==> src/rtl/fqd_pkg.sv <==
// Shared types and constants for the fractional quotient divider.
// Depends on nothing; every other file imports it.
package fqd_pkg;

   // Width of every numeric field on the ports.
   localparam int FQD_FIELD_BITS = 64;

   // Default arithmetic word width of the divider.
   localparam int FQD_WORD_BITS = 64;

   // Request beat: dividend and divisor.
   typedef struct packed {
      logic [FQD_FIELD_BITS-1:0] numer;
      logic [FQD_FIELD_BITS-1:0] denom;
   } fqd_req_type;

   // Response beat: binary fraction of the quotient and the zero-divisor flag.
   typedef struct packed {
      logic [FQD_FIELD_BITS-1:0] fraction;
      logic                      div_by_zero;
   } fqd_rsp_type;

endpackage

==> src/rtl/fqd_cell.sv <==
// One restoring division step with its pipeline register.
// Depends on fqd_pkg; instantiated in a row by fractional_quotient_divider_top.
module fqd_cell
   import fqd_pkg::*;
#(
   parameter int WORD_BITS = FQD_WORD_BITS
) (
   input  logic                 clock,
   input  logic                 reset,
   input  logic                 advance,
   input  logic                 in_valid,
   input  logic [WORD_BITS-1:0] in_rem,
   input  logic [WORD_BITS-1:0] in_denom,
   input  logic [WORD_BITS-1:0] in_word,
   output logic                 out_valid,
   output logic [WORD_BITS-1:0] out_rem,
   output logic [WORD_BITS-1:0] out_denom,
   output logic [WORD_BITS-1:0] out_word
);

   logic                 valid_ff;
   logic [WORD_BITS-1:0] rem_ff;
   logic [WORD_BITS-1:0] denom_ff;
   logic [WORD_BITS-1:0] word_ff;
   logic [WORD_BITS:0]   rem_shift;
   logic [WORD_BITS:0]   rem_diff;
   logic                 take;
   logic [WORD_BITS-1:0] rem_in;
   logic [WORD_BITS-1:0] word_in;

   // Shift the top bit of the word into the partial remainder and try the divisor.
   always_comb begin
      rem_shift = {in_rem, in_word[WORD_BITS-1]};
      rem_diff  = rem_shift - {1'b0, in_denom};
      take      = (rem_shift >= {1'b0, in_denom});
      rem_in    = take ? rem_diff[WORD_BITS-1:0] : rem_shift[WORD_BITS-1:0];
      word_in   = {in_word[WORD_BITS-2:0], take};
   end

   // Valid bit is control and resets; the data only moves when the row advances.
   always_ff @(posedge clock) begin
      if (reset) begin
         valid_ff <= 1'b0;
      end else if (advance) begin
         valid_ff <= in_valid;
      end
   end

   always_ff @(posedge clock) begin
      if (advance) begin
         rem_ff   <= rem_in;
         denom_ff <= in_denom;
         word_ff  <= word_in;
      end
   end

   assign out_valid = valid_ff;
   assign out_rem   = rem_ff;
   assign out_denom = denom_ff;
   assign out_word  = word_ff;

endmodule

==> config.mk <==
export PLATFORM = sky130hd
export DESIGN_NAME = fqd_cell
export DESIGN_NICKNAME = d
export VERILOG_FILES = /design/src/rtl/fqd_pkg.sv /design/src/rtl/fqd_cell.sv
export SDC_FILE = /design/constraint.sdc
export NUM_CORES = 1
export LEC_CHECK = 0
export BUFFER_PORTS_ARGS = -buffer_cell sky130_fd_sc_hd__buf_2
export CORE_AREA = 3 3 149 151
export DETAILED_ROUTE_END_ITERATION = 12
export DIE_AREA = 0 0 152 154
export PLACE_DENSITY_LB_ADDON = 0.15
export SLEW_MARGIN = 0
export SYNTH_ARGS = -nofsm -noshare
export SYNTH_HDL_FRONTEND = slang
export SYNTH_SLANG_ARGS = --single-unit
==> constraint.sdc <==
create_clock -name clock -period 6.8 [get_ports clock]
set_clock_uncertainty 0.1 [all_clocks]
set_input_delay 0.68 -clock clock [delete_from_list [all_inputs] [get_ports clock]]
set_output_delay 0.68 -clock clock [all_outputs]
set_load 0.005 [all_outputs]
### Word-level counts from Yosys, hierarchy flattened

Cells that the tools add are included.
Widths: inputs -> output; s select.

* register bits after elaboration: 193
* input port bits: 196
* output and inout port bits: 193
* word-level logic and storage cells: 7

* $add $sub $neg: 1
* $lt $le $gt $ge: 1
* multiplexer cells: 1

Operator list (count)
* $ge 65x64->1: 1
* $mux 64: 1
* $sub 64x64->64: 1

### Depth between registers and ports, before layout

Gate-level depths: netlist of run 1.

* word-level depth: 2
* mapped depth: 16
* depth with buffers taken out: 13

### Least setup slack after synthesis of run 1

OpenSTA, ideal clock, no wires.

* path type: in2reg
* start: input port in_denom[32]
* end: register rem_ff[63], in the netlist out_rem[63], data pin
* arrival time: 3.130 ns
* data required time: 6.438 ns
* slack: 3.308 ns
* stages on the path: 11
* path buffers: 1
* cells stage by stage: inv_1 -> ha_1 -> buf_2 -> nand4_1 -> or3_1 -> a311o_1 -> o41ai_4 -> a41oi_2 -> o211ai_2 -> xor2_1 -> mux2_1

* word-level cells in the longest chain between the ends: 2

RTL lines
* start, declared: line fqd_cell.sv:13 `input logic [WORD_BITS-1:0] in_denom,`
* $sub 64x64->64 or $ge 65x64->1 (tied branches): line fqd_cell.sv:34, fqd_cell.sv:35
* $mux 64 (*): line fqd_cell.sv:36 `rem_in = take ? rem_diff[WORD_BITS-1:0] : rem_shift[WORD_BITS-1:0];`
* via rem_in[63]: line fqd_cell.sv:28 `logic [WORD_BITS-1:0] rem_in;`
* end signal, assigned: line fqd_cell.sv:51 `rem_ff <= rem_in;`
* end, declared: line fqd_cell.sv:22 `logic [WORD_BITS-1:0] rem_ff;`

Mark *: on every way through the listed nets, which the timed path passes. The rest lies on a longest branch.
A chain may end at the register's enable or synchronous reset.

### Worst setup path in the final report of run 1

* start: input port in_denom[6]
* end: register rem_ff[53], in the netlist out_rem[53], data pin

The elaborated chain is that of the path after synthesis.

==> impl.org, run 1 <==
** CTS
- The longest clock path from root to sink contains 2 buffers.
- Counting every sink on the clock net gives approximately 190.
- TritonCTS built the clock tree.
- Later-pin clock latency in the skew report :: about 430 ps
- Cts bufs inserted :: 17
- After clock tree synthesis, the repair step resized 0 gates.
- The tree is rooted in a sky130_fd_sc_hd__clkbuf_16.
- Clock slew seen by the registers of the worst setup and hold paths :: ~80 ps
- # H-tree levels :: 4
- Buffers inserted to repair hold after CTS numbered 0.
- Setup Buffers After CTS :: 0

** Floorplanning
- Die area :: about 23000 sq um
- After floorplanning, the core was sized to cover between 20000 and 25000 sq um.
- Once the floorplan was initialized, standard cells occupied about half of the core.
- Standard-cell row count :: 53
- The die is 152 microns wide.
- The die is 154 microns tall.
- Pin placement for this block handled 389 I/O pins.

** Synthesis
- When the netlist entered floorplanning its net count stood at between 1000 and 1500.
- Gate count of the mapped netlist :: 947
- Of all flip-flops after synthesis, the portion carrying an async set or reset was 0%.
- Average cell area after synthesis :: 11.2 sq um
- The largest total area in the synthesized netlist belongs to sky130_fd_sc_hd__edfxtp_1.
- Cell area after synthesis :: 10700 sq um
- Seq/Total Area, Yosys :: roughly 54%
- Ranked by total cell area, the synthesized netlist is headed by sky130_fd_sc_hd__edfxtp_1 (54%), sky130_fd_sc_hd__ha_1 (7.5%), sky130_fd_sc_hd__a21oi_1 (5.2%).
- Commonest cells in the synthesized netlist :: sky130_fd_sc_hd__edfxtp_1 (192), sky130_fd_sc_hd__a21oi_1 (111), sky130_fd_sc_hd__inv_1 (79), sky130_fd_sc_hd__nor2_1 (77), sky130_fd_sc_hd__ha_1 (64)
- #FFs+latches synth :: around 190
- sky130_fd_sc_hd__edfxtp_1 is the most common cell in the netlist.
- Synth cell types :: 67
- Yosys mapped a number of flops with a built-in enable equal to ~190.
- Summed over its instances, the top area cell type makes up between 50% and 60% of the synthesized netlist area.
- Primary flip-flop cell chosen by synthesis mapping :: sky130_fd_sc_hd__edfxtp_1
- Yosys printed 0 warnings.

** Route
- Dividing the detail-routed wire length by the instance count gives around 19 microns.
- In this run the remaining antenna-violating nets after routing total 0.
- The final layout contains routed wiring with a total length of just over 30000 microns.
- Routed vias/inst :: 5.34
- Before antenna repair, the detailed router went through 5 iterations.
- The final route contains between 8000 and 9000 vias.
- Detailed Route Iter0 Violations :: ~540
- Number of DRC violations after detailed routing :: 0

** STA
- After layout, the worst path uses around three fifths of the clock period.
- For the pin with the worst max-slew slack, the measured transition is roughly 970 ps.
- Maximum clock frequency :: around 250 MHz
- Setup violations remaining at the end of the flow were counted as 0.
- Relative slew slack :: approximately 36%
- Aggregate negative setup slack :: 0 ps
- The number of max-slew violations in the final report came to 0.
- Post-layout min period :: approximately 4000 ps
- The final number of hold-violating endpoints is 0.
- Setup repair after global routing left no endpoint under its margin.

** Final layout
- Fillers :: 1766
- Number of nets in the layout :: between 1500 and 2000
- Of the cells placed in the final design, the portion with a size suffix greater than 1 is ~35%.
- Cell area after layout :: approximately 13000 sq um
- Syn-to-layout area delta :: 25.7%
- Post-layout instance count excluding filler cells :: 1611

** Setup path
- Kind of critical path :: in -> reg
- STA puts the critical path data arrival time at roughly 4000 ps.
- Largest fanout on the critical path :: between 60 and 70
- Cell type of the slowest stage on the worst timing path :: sky130_fd_sc_hd__a21o_4
- CP max stage delay :: between 400 and 500 ps
- Worst setup SP type :: input port
- STA classifies the critical path endpoint as a flop.
- Data required time at the worst endpoint :: just under 7000 ps
- CP cell instances :: buf_2, inv_1, ha_1, and4_1, and4_1, o211ai_2, a2111oi_4, nor3_2, o21ai_2, a31o_2, a21o_4, buf_12, mux2_1
- Counting stages on the worst path, the most repeated cell is sky130_fd_sc_hd__and4_1.

** Pwr
- Sequential share of power :: 45.7%
- In this run, the combinational gates consume 23.1% of the power.
- Total chip power :: 3270 uW
- Switch share :: between 20% and 30%
- Fraction of power consumed by the clock network :: roughly 31%
- In this run the static leakage power is 0.00601 uW.
- Across the VDD grid, the largest voltage drop is about 0.00017 V.
- In this run the power spent charging and discharging nets is 952 uW.
- Int Pwr :: approximately 2300 uW
- Dividing total power by cell area gives a power density of 244 nW/um^2.

** Run
- Max-cap check violation count :: 0

** GRT
- Maximum number of pins on one net before global-route repair :: between 100 and 150
- Gr ovfl total :: 0
- The via count of the first global-routing pass was 8392.
- The first global-routing pass estimated 46600 microns of wire.
- Global routing used between 20% and 30% of the available tracks.
- Antenna violations before repair :: 3

** Placement
- In this run the cell area measured after placement is around 13000 sq um.
- Final HPWL from detailed placement :: about 24000 microns
- Routability-driven placement finished with a final weighted congestion of a little under 0.9.
- Count of buffers from port buffering :: a little under 400
- Including well taps, the total number of placed cells is roughly 1600.

** Hold path
- Hold crit path type :: in -> reg

** Outcome
- The run finished with clean final reports.
==> stage by stage <==
stage | hold slack [ps] | setup slack (ps) | utilization (%)
finish | 299 | 2800 | 63.9
global route | 283 | 2550 | 63.9
CTS | 280 | 2800 | 63.9
detailed placement | 395 | 2360 | 61.1
global placement | 374 | 2410 | 61.1
floorplan | 385 | 3310 | -
==> cells in the final DEF (no fill, tap or decap), types with 5 or more instances in the layout <==
cell and count:
sky130_fd_sc_hd__xor2_1 20, sky130_fd_sc_hd__a211oi_1 6, sky130_fd_sc_hd__o21bai_1 11, sky130_fd_sc_hd__clkbuf_16 17, sky130_fd_sc_hd__nor2_2 10, sky130_fd_sc_hd__a21oi_1 111
sky130_fd_sc_hd__or3_1 7, sky130_fd_sc_hd__nor2b_1 5, sky130_fd_sc_hd__mux2_1 14, sky130_fd_sc_hd__o21ai_0 41, sky130_fd_sc_hd__nand2_1 60, sky130_fd_sc_hd__o21a_1 12
sky130_fd_sc_hd__and2_1 5, sky130_fd_sc_hd__inv_8 5, sky130_fd_sc_hd__a21o_1 36, sky130_fd_sc_hd__buf_2 387, sky130_fd_sc_hd__xnor2_1 37, sky130_fd_sc_hd__nor2_1 77
sky130_fd_sc_hd__nand3_1 11, sky130_fd_sc_hd__edfxtp_1 192, sky130_fd_sc_hd__a21oi_2 12, sky130_fd_sc_hd__inv_1 79, sky130_fd_sc_hd__nand4_1 15, sky130_fd_sc_hd__and3_1 5
sky130_fd_sc_hd__nor3_1 8, sky130_fd_sc_hd__ha_1 64
==> layout make-up <==
type / count / area, sq um / share of cell area [%]
clock buffer: 18 / 429 / 3.20
sequential: 193 / 5790 / 43.2
tap: 275 / 344 / 2.57
timing repair buffer: 390 / 1980 / 14.8
inverter: 79 / 297 / 2.21
antenna: 1 / 2.50 / 0.0187
clock inverter: 14 / 169 / 1.26
multi-input combinational: 641 / 4390 / 32.8
==> power groups by stage <==
stage / combinational, uW / clock, uW / sequential (uW)
after CTS: 758 / 1040 / 1490
after floorplan: 410 / 0 / 1540
final: 754 / 1020 / 1490
after detailed placement: 752 / 0 / 1520
after global routing: 831 / 1090 / 1500
after global placement: 743 / 0 / 1510
==> path summary, 6_finish.rpt <==
check,startpoint,endpoint,slack (ps),cells past startpoint
hold / removal,reset,out_valid,300,2
setup reg to reg,out_valid,out_valid,6090,2
setup / recovery,in_denom[6],out_rem[53],2800,13
hold reg to reg,out_valid,out_valid,420,2
==> state kept, by name (all words and copies together) (netlist names) <==
signal / cells
out_denom: 64
out_rem: 64
out_valid: 1
out_word: 64
==> routing by layer <==
metal  global-route usage (%)  wire length, microns  vias up
met3                     6.87                  2160       47
met5                        0                    30        -
li1                         -                     -     4235
met2                     41.7                 14600      346
met4                     7.75                   754        6
met1                     32.1                 12700     3973
==> kinds of logic after synthesis <==
kind of cell | synth area share [%]
fa+ha+maj | 7.71
mux | 1.77
compound gates | 17.0
xor+xnor | 4.69
flops | 54.3
simple gates | 9.95
buf+inv | 4.55
==> worst max-delay path: cells and delay by family <==
family	cells	cell delay (ps)
buf+inv	3	480
simple gates	3	600
fa+ha+maj	1	380
compound gates	5	1480
mux	1	370
No activity file was read; power rests on OpenSTA's default activity.
==> run 2: changes to the inputs <==
Settings changed: CORE_AREA 3 3 149 151 to 3 3 150 152, DIE_AREA 0 0 152 154 to 0 0 153 155.
Clock period 6.8 ns to 3.75 ns, I/O delays scaled along.
==> run 2 against run 1 <==
Effect of this change: cell count is 4.0% higher; count of clock-buffer cells in the layout stayed put; wire length is 3.6% higher; largest power group unchanged; sequential cell count stayed put; register-to-register slack worse by 3000 ps; global-route usage is 0.28 points higher; combinational power is 92% higher; critical endpoint is now out_rem[52]; critical path depth stayed put; final area is 4.4% higher; largest cell class unchanged.
==> impl.org, run 2 (synthesized netlist as in run 1, its figures left out) <==
** Final layout
- Cell area after layout :: between 10000 and 15000 sq um
- The area growth from synthesis to layout is 31.3%.
- The post-route netlist has between 30% and 40% of its cells at a drive strength greater than 1.
- Area taken by flip-flops and latches :: approximately 5800 sq um
- The multi-input combinational cells in the finished layout cover a total of about 4400 sq um.
- Commonest non-fill, non-tap cells in the layout :: sky130_fd_sc_hd__buf_2 (387), sky130_fd_sc_hd__edfxtp_1 (192), sky130_fd_sc_hd__a21oi_1 (111), sky130_fd_sc_hd__inv_1 (79), sky130_fd_sc_hd__nor2_1 (77)
- The final layout contains between 1500 and 2000 nets.
- Fillers :: roughly 1700
- Post-layout instance count excluding filler cells :: about 1700
- The library cell used most frequently in the layout, excluding fill and tap cells, is sky130_fd_sc_hd__buf_2.

** GRT
- Maximum number of pins on one net before global-route repair :: 75
- Antenna violations before repair :: 3
- Total Routing Usage GR :: between 20% and 30%
- Via count of the first global-routing pass :: between 8000 and 9000
- After global routing the overflow that remains totals 0.
- Wire length of the first global-routing pass :: 47400 microns

** Route
- Using the TritonRoute via totals, the vias-per-cell ratio works out to roughly 5.4.
- Once detail routing completed, the nets flagged for antenna violations numbered 0.
- Mean routed wirelength per cell :: 18.7 microns
- In this run, the number of DRC markers left after iteration 0 of detailed routing was ~670.
- DR vias :: 8994
- The final layout contains routed wiring with a total length of approximately 31000 microns.
- Number of search-and-repair iterations in the first detailed-routing pass :: 5
- In the routed design, unresolved DRC markers number 0.

** Hold path
- The min-delay analysis places its worst path in the category in -> reg.

** STA
- Setup repair after global routing left no endpoint under its margin.
- Maximum clock frequency :: slightly above 300 MHz
- Total count of max-transition violations in the final report :: 0
- The clock period could shrink to between 3000 and 4000 ps.
- Period utilization :: 87.5%
- Final count of hold timing violations :: 0
- Measured against its own limit, the worst slew margin works out to just under 60%.
- Setup total negative slack on the finished layout was measured at 0 ps.
- The worst path meets setup with 469 ps of slack.
- Setup violations remaining at the end of the flow were counted as 0.
- For the pin with the worst max-slew slack, the measured transition is about 630 ps.

** Setup path
- The most numerous cell type found on the critical path is sky130_fd_sc_hd__a21oi_1.
- Grouping stages by cell kind, the critical path spends the most delay in compound AO/OA/AOI/OAI gates.
- The number of buffers and inverters on the critical path is 1.
- For this run, the slowest stage of the critical path takes around 500 ps.
- In this run the worst path has a maximum fanout of 4.
- Arrival @ worst endpoint :: around 3400 ps
- The worst setup path is captured at a flop.
- The worst setup path is launched from an input port.
- The largest individual stage delay along the critical path comes from the cell sky130_fd_sc_hd__o31ai_1.
- Data required time at the worst endpoint :: between 3000 and 4000 ps
- Walking the worst path, the cells encountered are buf_2, ha_1, fa_1, nor2b_1, o21bai_1, a21oi_1, o31ai_2, o21ai_1, a31oi_2, o31ai_1, a21oi_1, mux2i_1, a41o_1.
- The critical path is of the in -> reg type.

** Run
- Max-cap violations in this run came to 0.

** Floorplanning
- Standard-cell row count :: 53
- Horiz. Die Dim :: around 150 microns
- From bottom edge to top edge, the die measures roughly 160 microns.
- The die covers between 20000 and 25000 sq um.
- The total area inside the core boundary comes to roughly 21000 sq um.
- Effective utilization at floorplan :: approximately half
- Num ports :: roughly 400

** CTS
- At the later pin of the worst-skew pair, clock insertion delay measures about 430 ps.
- Clock-pin slew was measured on the worst setup and hold paths at about 80 ps.
- CTS placed an instance of sky130_fd_sc_hd__clkbuf_16 at the clock tree root.
- # H-tree levels :: 4
- The clock passes through at most 2 buffers.
- Number of sinks on the clock net :: 193
- Cts bufs inserted :: 17
- TritonCTS clock tree :: done

** Placement
- Routability congestion estimate :: between 0.8 and 0.9
- Detailed placement ended at an HPWL of about 24000 microns.
- Buffers placed on the I/O ports in this run total between 300 and 400.
- Place WS :: a little under 90 ps
- The number of placed instances, taps included, is ~1600.
- After detailed placement, the total cell area comes to roughly 13000 sq um.

** Pwr
- The analysis attributes to cell leakage a power of roughly 0.0063 uW.
- IR analysis of the VDD net gives a maximum drop of between 0.0002 and 0.0003 V.
- After layout, the design draws a total of around 6000 uW.
- Pwr/cell area :: about 430 nW/um^2

** Outcome
- Outcome :: complete, no violations
==> run 2: cell count changes in the layout (fill, tap and decap cells not counted), sizes merged <==
cell,change
buf,+33
dlygate4sd3,+31
clkinvlp,-1
inv,+1
bufinv,-1
clkinv,+1
==> run 2: final timing paths <==
| path | slack [ps] | to | start | cells after the start |
|---|---|---|---|---|
| worst min-delay path | 10 | out_word[5] | in_word[4] | 1 |
| worst max register to register | 3060 | out_valid | out_valid | 2 |
| worst min register to register | 410 | out_valid | out_valid | 2 |
| worst max-delay path | 470 | out_rem[52] | in_denom[0] | 13 |
==> run 2: power by group <==
part | internal [uW] | leakage (uW) | switching, uW | total (uW)
Sequential | 2650 | 0.00189 | 58.0 | 2710
Combinational | 653 | 0.00413 | 798 | 1450
Clock | 913 | 0.000289 | 947 | 1860
Total | 4220 | 0.00631 | 1800 | 6020
==> run 2: repair_timing <==
action,CTS,global route
hold buffers,26,5
gates resized for setup,0,0
endpoints found under the setup margin,0,0
setup buffers,0,0
hold endpoints to repair,26,5
==> run 2: cell type report <==
type	count	area share (%)
Antenna cell	1	0.0179
Clock buffer	18	3.07
Clock inverter	14	1.30
Inverter	79	2.12
Multi-Input combinational cell	641	31.4
Sequential cell	193	41.4
Tap cell	275	2.46
Timing Repair Buffer	454	18.3
==> run 2: routing by layer <==
layer,vias to the layer above,track usage [%],wire length (microns)
met5,-,0,27
met4,4,7.55,792
met3,58,7.18,2470
met2,349,43.9,15600
met1,4228,31.0,12400
li1,4355,-,-
==> run 2: stage by stage <==
| step | hold slack (ps) | util [%] |
|---|---|---|
| after floorplan | 347 | - |
| after global placement | 377 | 61.8 |
| after detailed placement | 395 | 61.8 |
| after CTS | 0.447 | 65.9 |
| after global routing | 1.28 | 66.1 |
| final | 13.0 | 66.1 |
==> run 3: changes to the inputs <==
--- a/config.mk
+++ b/config.mk
@@ -9,2 +9,3 @@
 export CORE_AREA = 3 3 150 152
+export CTS_BUF_LIST = sky130_fd_sc_hd__clkbuf_8 sky130_fd_sc_hd__clkbuf_16
 export DETAILED_ROUTE_END_ITERATION = 12
--- a/constraint.sdc
+++ b/constraint.sdc
@@ -4,2 +4,2 @@
 set_output_delay 0.375 -clock clock [all_outputs]
-set_load 0.005 [all_outputs]
+set_load 0.01 [all_outputs]
==> run 3 against run 2 <==
Effect of this change: via count shrank 0.10%; non-clock buffer count is the same; hold slack is essentially flat; critical endpoint unchanged.
==> impl.org, run 3 (synthesized netlist as in run 1, its figures left out) <==
** Hold path
- The worst hold path begins at in_word[4].
- Hold crit path type :: in -> reg

** Setup path
- Tracing the worst setup path back leads to its startpoint at in_denom[0].
- Worst R2R Setup Slack :: slightly above 3000 ps
- On the worst path, the slowest cell contributes a delay of slightly below 500 ps.
- The worst setup path is captured at a flop.
- CP cell instances :: buf_2, ha_1, fa_1, nor2b_1, o21bai_1, a21oi_1, o31ai_2, o21ai_1, a31oi_2, o31ai_1, a21oi_1, mux2i_1, a41o_1
- The worst setup path is launched from an input port.
- Stages on the worst setup path :: 13
- Worst reg2reg path startpoint :: out_valid
- The number of cells on the worst reg-to-reg path is 2.
- Kind of critical path :: in -> reg
- Cell type of the slowest stage on the worst timing path :: sky130_fd_sc_hd__o31ai_1
- The number of buffers and inverters on the critical path is 1.
- In this design, the critical path's most frequently occurring cell is sky130_fd_sc_hd__a21oi_1.
- In this design, the largest share of critical-path delay is due to compound AO/OA/AOI/OAI gates.
- Data required time at the worst endpoint :: 3830 ps
- The worst register-to-register path ends at out_valid.
- Following the worst setup path forward leads to its endpoint at out_rem[52].
- In this run the worst path has a maximum fanout of 4.
- Arrival @ worst endpoint :: roughly 3400 ps

** Pwr
- Summed over all nets, the switching power comes to 1890 uW.
- Combinational cells account for 25.2% of the total power.
- Fraction of power consumed by the clock network :: a little under a third
- Static Leak :: ~0.0063 uW
- Net switching is 30.9% of the power.
- Largest vdd supply drop :: around 0.00028 V
- Dividing total power by cell area gives a power density of 436 nW/um^2.
- Int Pwr :: 4220 uW
- Per report_power, the sequential group accounts for between 40% and 50% of the total.

** Floorplanning
- For this design the top-level I/O count stands at approximately 400.
- The die is around 150 microns wide.
- The floorplan step defined a core boundary enclosing around 21000 sq um.
- The initial utilization of the core area, before any placement, comes to roughly half.
- Die area :: around 24000 sq um
- Chip height :: 155 microns
- Standard-cell row count :: 53

** CTS
- TritonCTS built the clock tree.
- Clock tree synthesis inserted a total of 17 buffers.
- Number of cells upsized or downsized after cts :: 0
- Number of sinks on the clock net :: 193
- The root buffer cell chosen for the clock tree is sky130_fd_sc_hd__clkbuf_16.
- The later pin in the worst-skew pair is clocked with a latency of around 430 ps.
- The longest clock path from root to sink contains 2 buffers.
- # H-tree levels :: 4
- Setup Buffers After CTS :: 0
- After clock tree synthesis, the clock-pin slew on the worst setup and hold paths is about 80 ps.

** Route
- Count of antenna-violating nets left after detailed routing :: 0
- Number of search-and-repair iterations in the first detailed-routing pass :: 5
- Dividing the detail-routed wire length by the instance count gives ~19 microns.
- After the first detailed-routing iteration, the DRC count stood at ~670.
- Summed over all layers, the routed wires come to 31300 microns.
- For this run, design rule violations remaining after detail routing come to 0.
- DR vias :: ~9000
- Routed vias/inst :: between 5 and 6

** Final layout
- Number of nets in the layout :: 1647
- Commonest non-fill, non-tap cells in the layout :: sky130_fd_sc_hd__buf_2 (387), sky130_fd_sc_hd__edfxtp_1 (192), sky130_fd_sc_hd__a21oi_1 (111), sky130_fd_sc_hd__inv_1 (80), sky130_fd_sc_hd__nor2_1 (77)
- Leaving out fill and tap cells, the most frequent cell in the layout is sky130_fd_sc_hd__buf_2.
- The post-route netlist has 35.4% of its cells at a drive strength greater than 1.
- Syn-to-layout area delta :: 31.3%
- Measured on the finished design, the core utilization comes to between 60% and 70%.

** STA
- Setup violations remaining at the end of the flow were counted as 0.
- Total count of max-transition violations in the final report :: 0
- Static timing analysis puts the maximum clock frequency at 305 MHz.
- In this run the tightest slew margin relative to its limit is 57.7%.
- Setup repair after global routing left no endpoint under its margin.
- The final number of hold-violating endpoints came to 0.
- Actual transition at the worst max-transition pin :: about 640 ps
- The smallest clock period supported by the final layout is computed as 3280 ps.
- Period utilization :: between 80% and 90%
- Summed over all failing endpoints, the final setup total negative slack is 0 ps.

** GRT
- The first global-routing pass estimated 47400 microns of wire.
- The initial antenna violation count was 3.
- For this run the aggregate overflow at the end of global routing stands at 0.
- Maximum number of pins on one net before global-route repair :: 75
- The via count of the first global-routing pass is just under 9000.
- Total Routing Usage GR :: 25.3%

** Placement
- Routability congestion estimate :: 0.863
- Final HPWL from detailed placement :: approximately 24000 microns
- Count of buffers from port buffering :: 388

** Outcome
- Outcome :: complete, no violations

** Run
- Max-cap check violation count :: 0
==> run 3: cell types whose count changed in the layout (fill, tap and decap cells not counted), sizes merged <==
cell,before,now
clkbuf,19,18
inv,86,87
==> run 3: worst min path at each step <==
stage / cells after the start / slack (ps) / to
4_1_cts: 1 / 0.4 / out_word[5]
2_1_floorplan: 1 / 350 / out_valid
6_report: 1 / 10 / out_word[5]
5_1_grt: 1 / 1 / out_word[63]
3_3_place_gp: 2 / 380 / out_valid
3_5_place_dp: 2 / 390 / out_valid
==> run 3: final cells by class <==
| class | instances | area (sq um) |
|---|---|---|
| repair buffers | 454 | 2560 |
| clock inverters | 15 | 185 |
| diodes | 1 | 2.50 |
| flip-flops and latches | 193 | 5790 |
| inverters | 79 | 297 |
| well taps | 275 | 344 |
| clock buffers | 17 | 425 |
| multi-input cells | 641 | 4390 |
| fillers | 1727 | 7160 |
==> run 3: power groups by stage <==
stage               Clock (uW)  Combinational [uW]  Sequential, uW
detailed placement           0                1500            2760
CTS                       1880                1530            2710
finish                    1860                1540            2710
global route              1980                1690            2730
global placement             0                1490            2750
floorplan                    0                 743            2890
==> run 3: repair_timing <==
| action | 4_1_cts | 5_1_grt |
|---|---|---|
| endpoints found under the setup margin | 0 | 0 |
| hold buffers | 26 | 5 |
| endpoints found under the hold margin | 26 | 5 |
==> run 3: per-layer routing <==
| layer | GRT usage, % | wire length (microns) | share of wire [%] | up-vias |
|---|---|---|---|---|
| met1 | 31.0 | 12400 | 40 | 4231 |
| li1 | - | - | - | 4356 |
| met5 | 0 | 27 | 0.086 | - |
| met4 | 7.55 | 773 | 2.5 | 4 |
| met3 | 7.18 | 2430 | 7.8 | 55 |
| met2 | 43.9 | 15600 | 50 | 339 |
==> run 3: through the flow <==
| step | worst slack [ps] | std cells | cell area, sq um | power, uW | hold WS, ps |
|---|---|---|---|---|---|
| finish | 470 | 1675 | 14000 | 6110 | 13.4 |
| floorplan | 563 | 947 | 10700 | 3630 | 347 |
| CTS | 536 | 1669 | 13900 | 6130 | 0.447 |
| global route | 231 | 1675 | 14000 | 6400 | 0.993 |
| global placement | 89.3 | 1611 | 13100 | 4240 | 377 |
| detailed placement | 88.5 | 1611 | 13100 | 4260 | 395 |
==> run 3: worst register-to-register path: stages (launching register included) <==
cell and delay, ps:
sky130_fd_sc_hd__dfxtp_1 320, sky130_fd_sc_hd__mux2i_1 120, sky130_fd_sc_hd__nor2_1 50
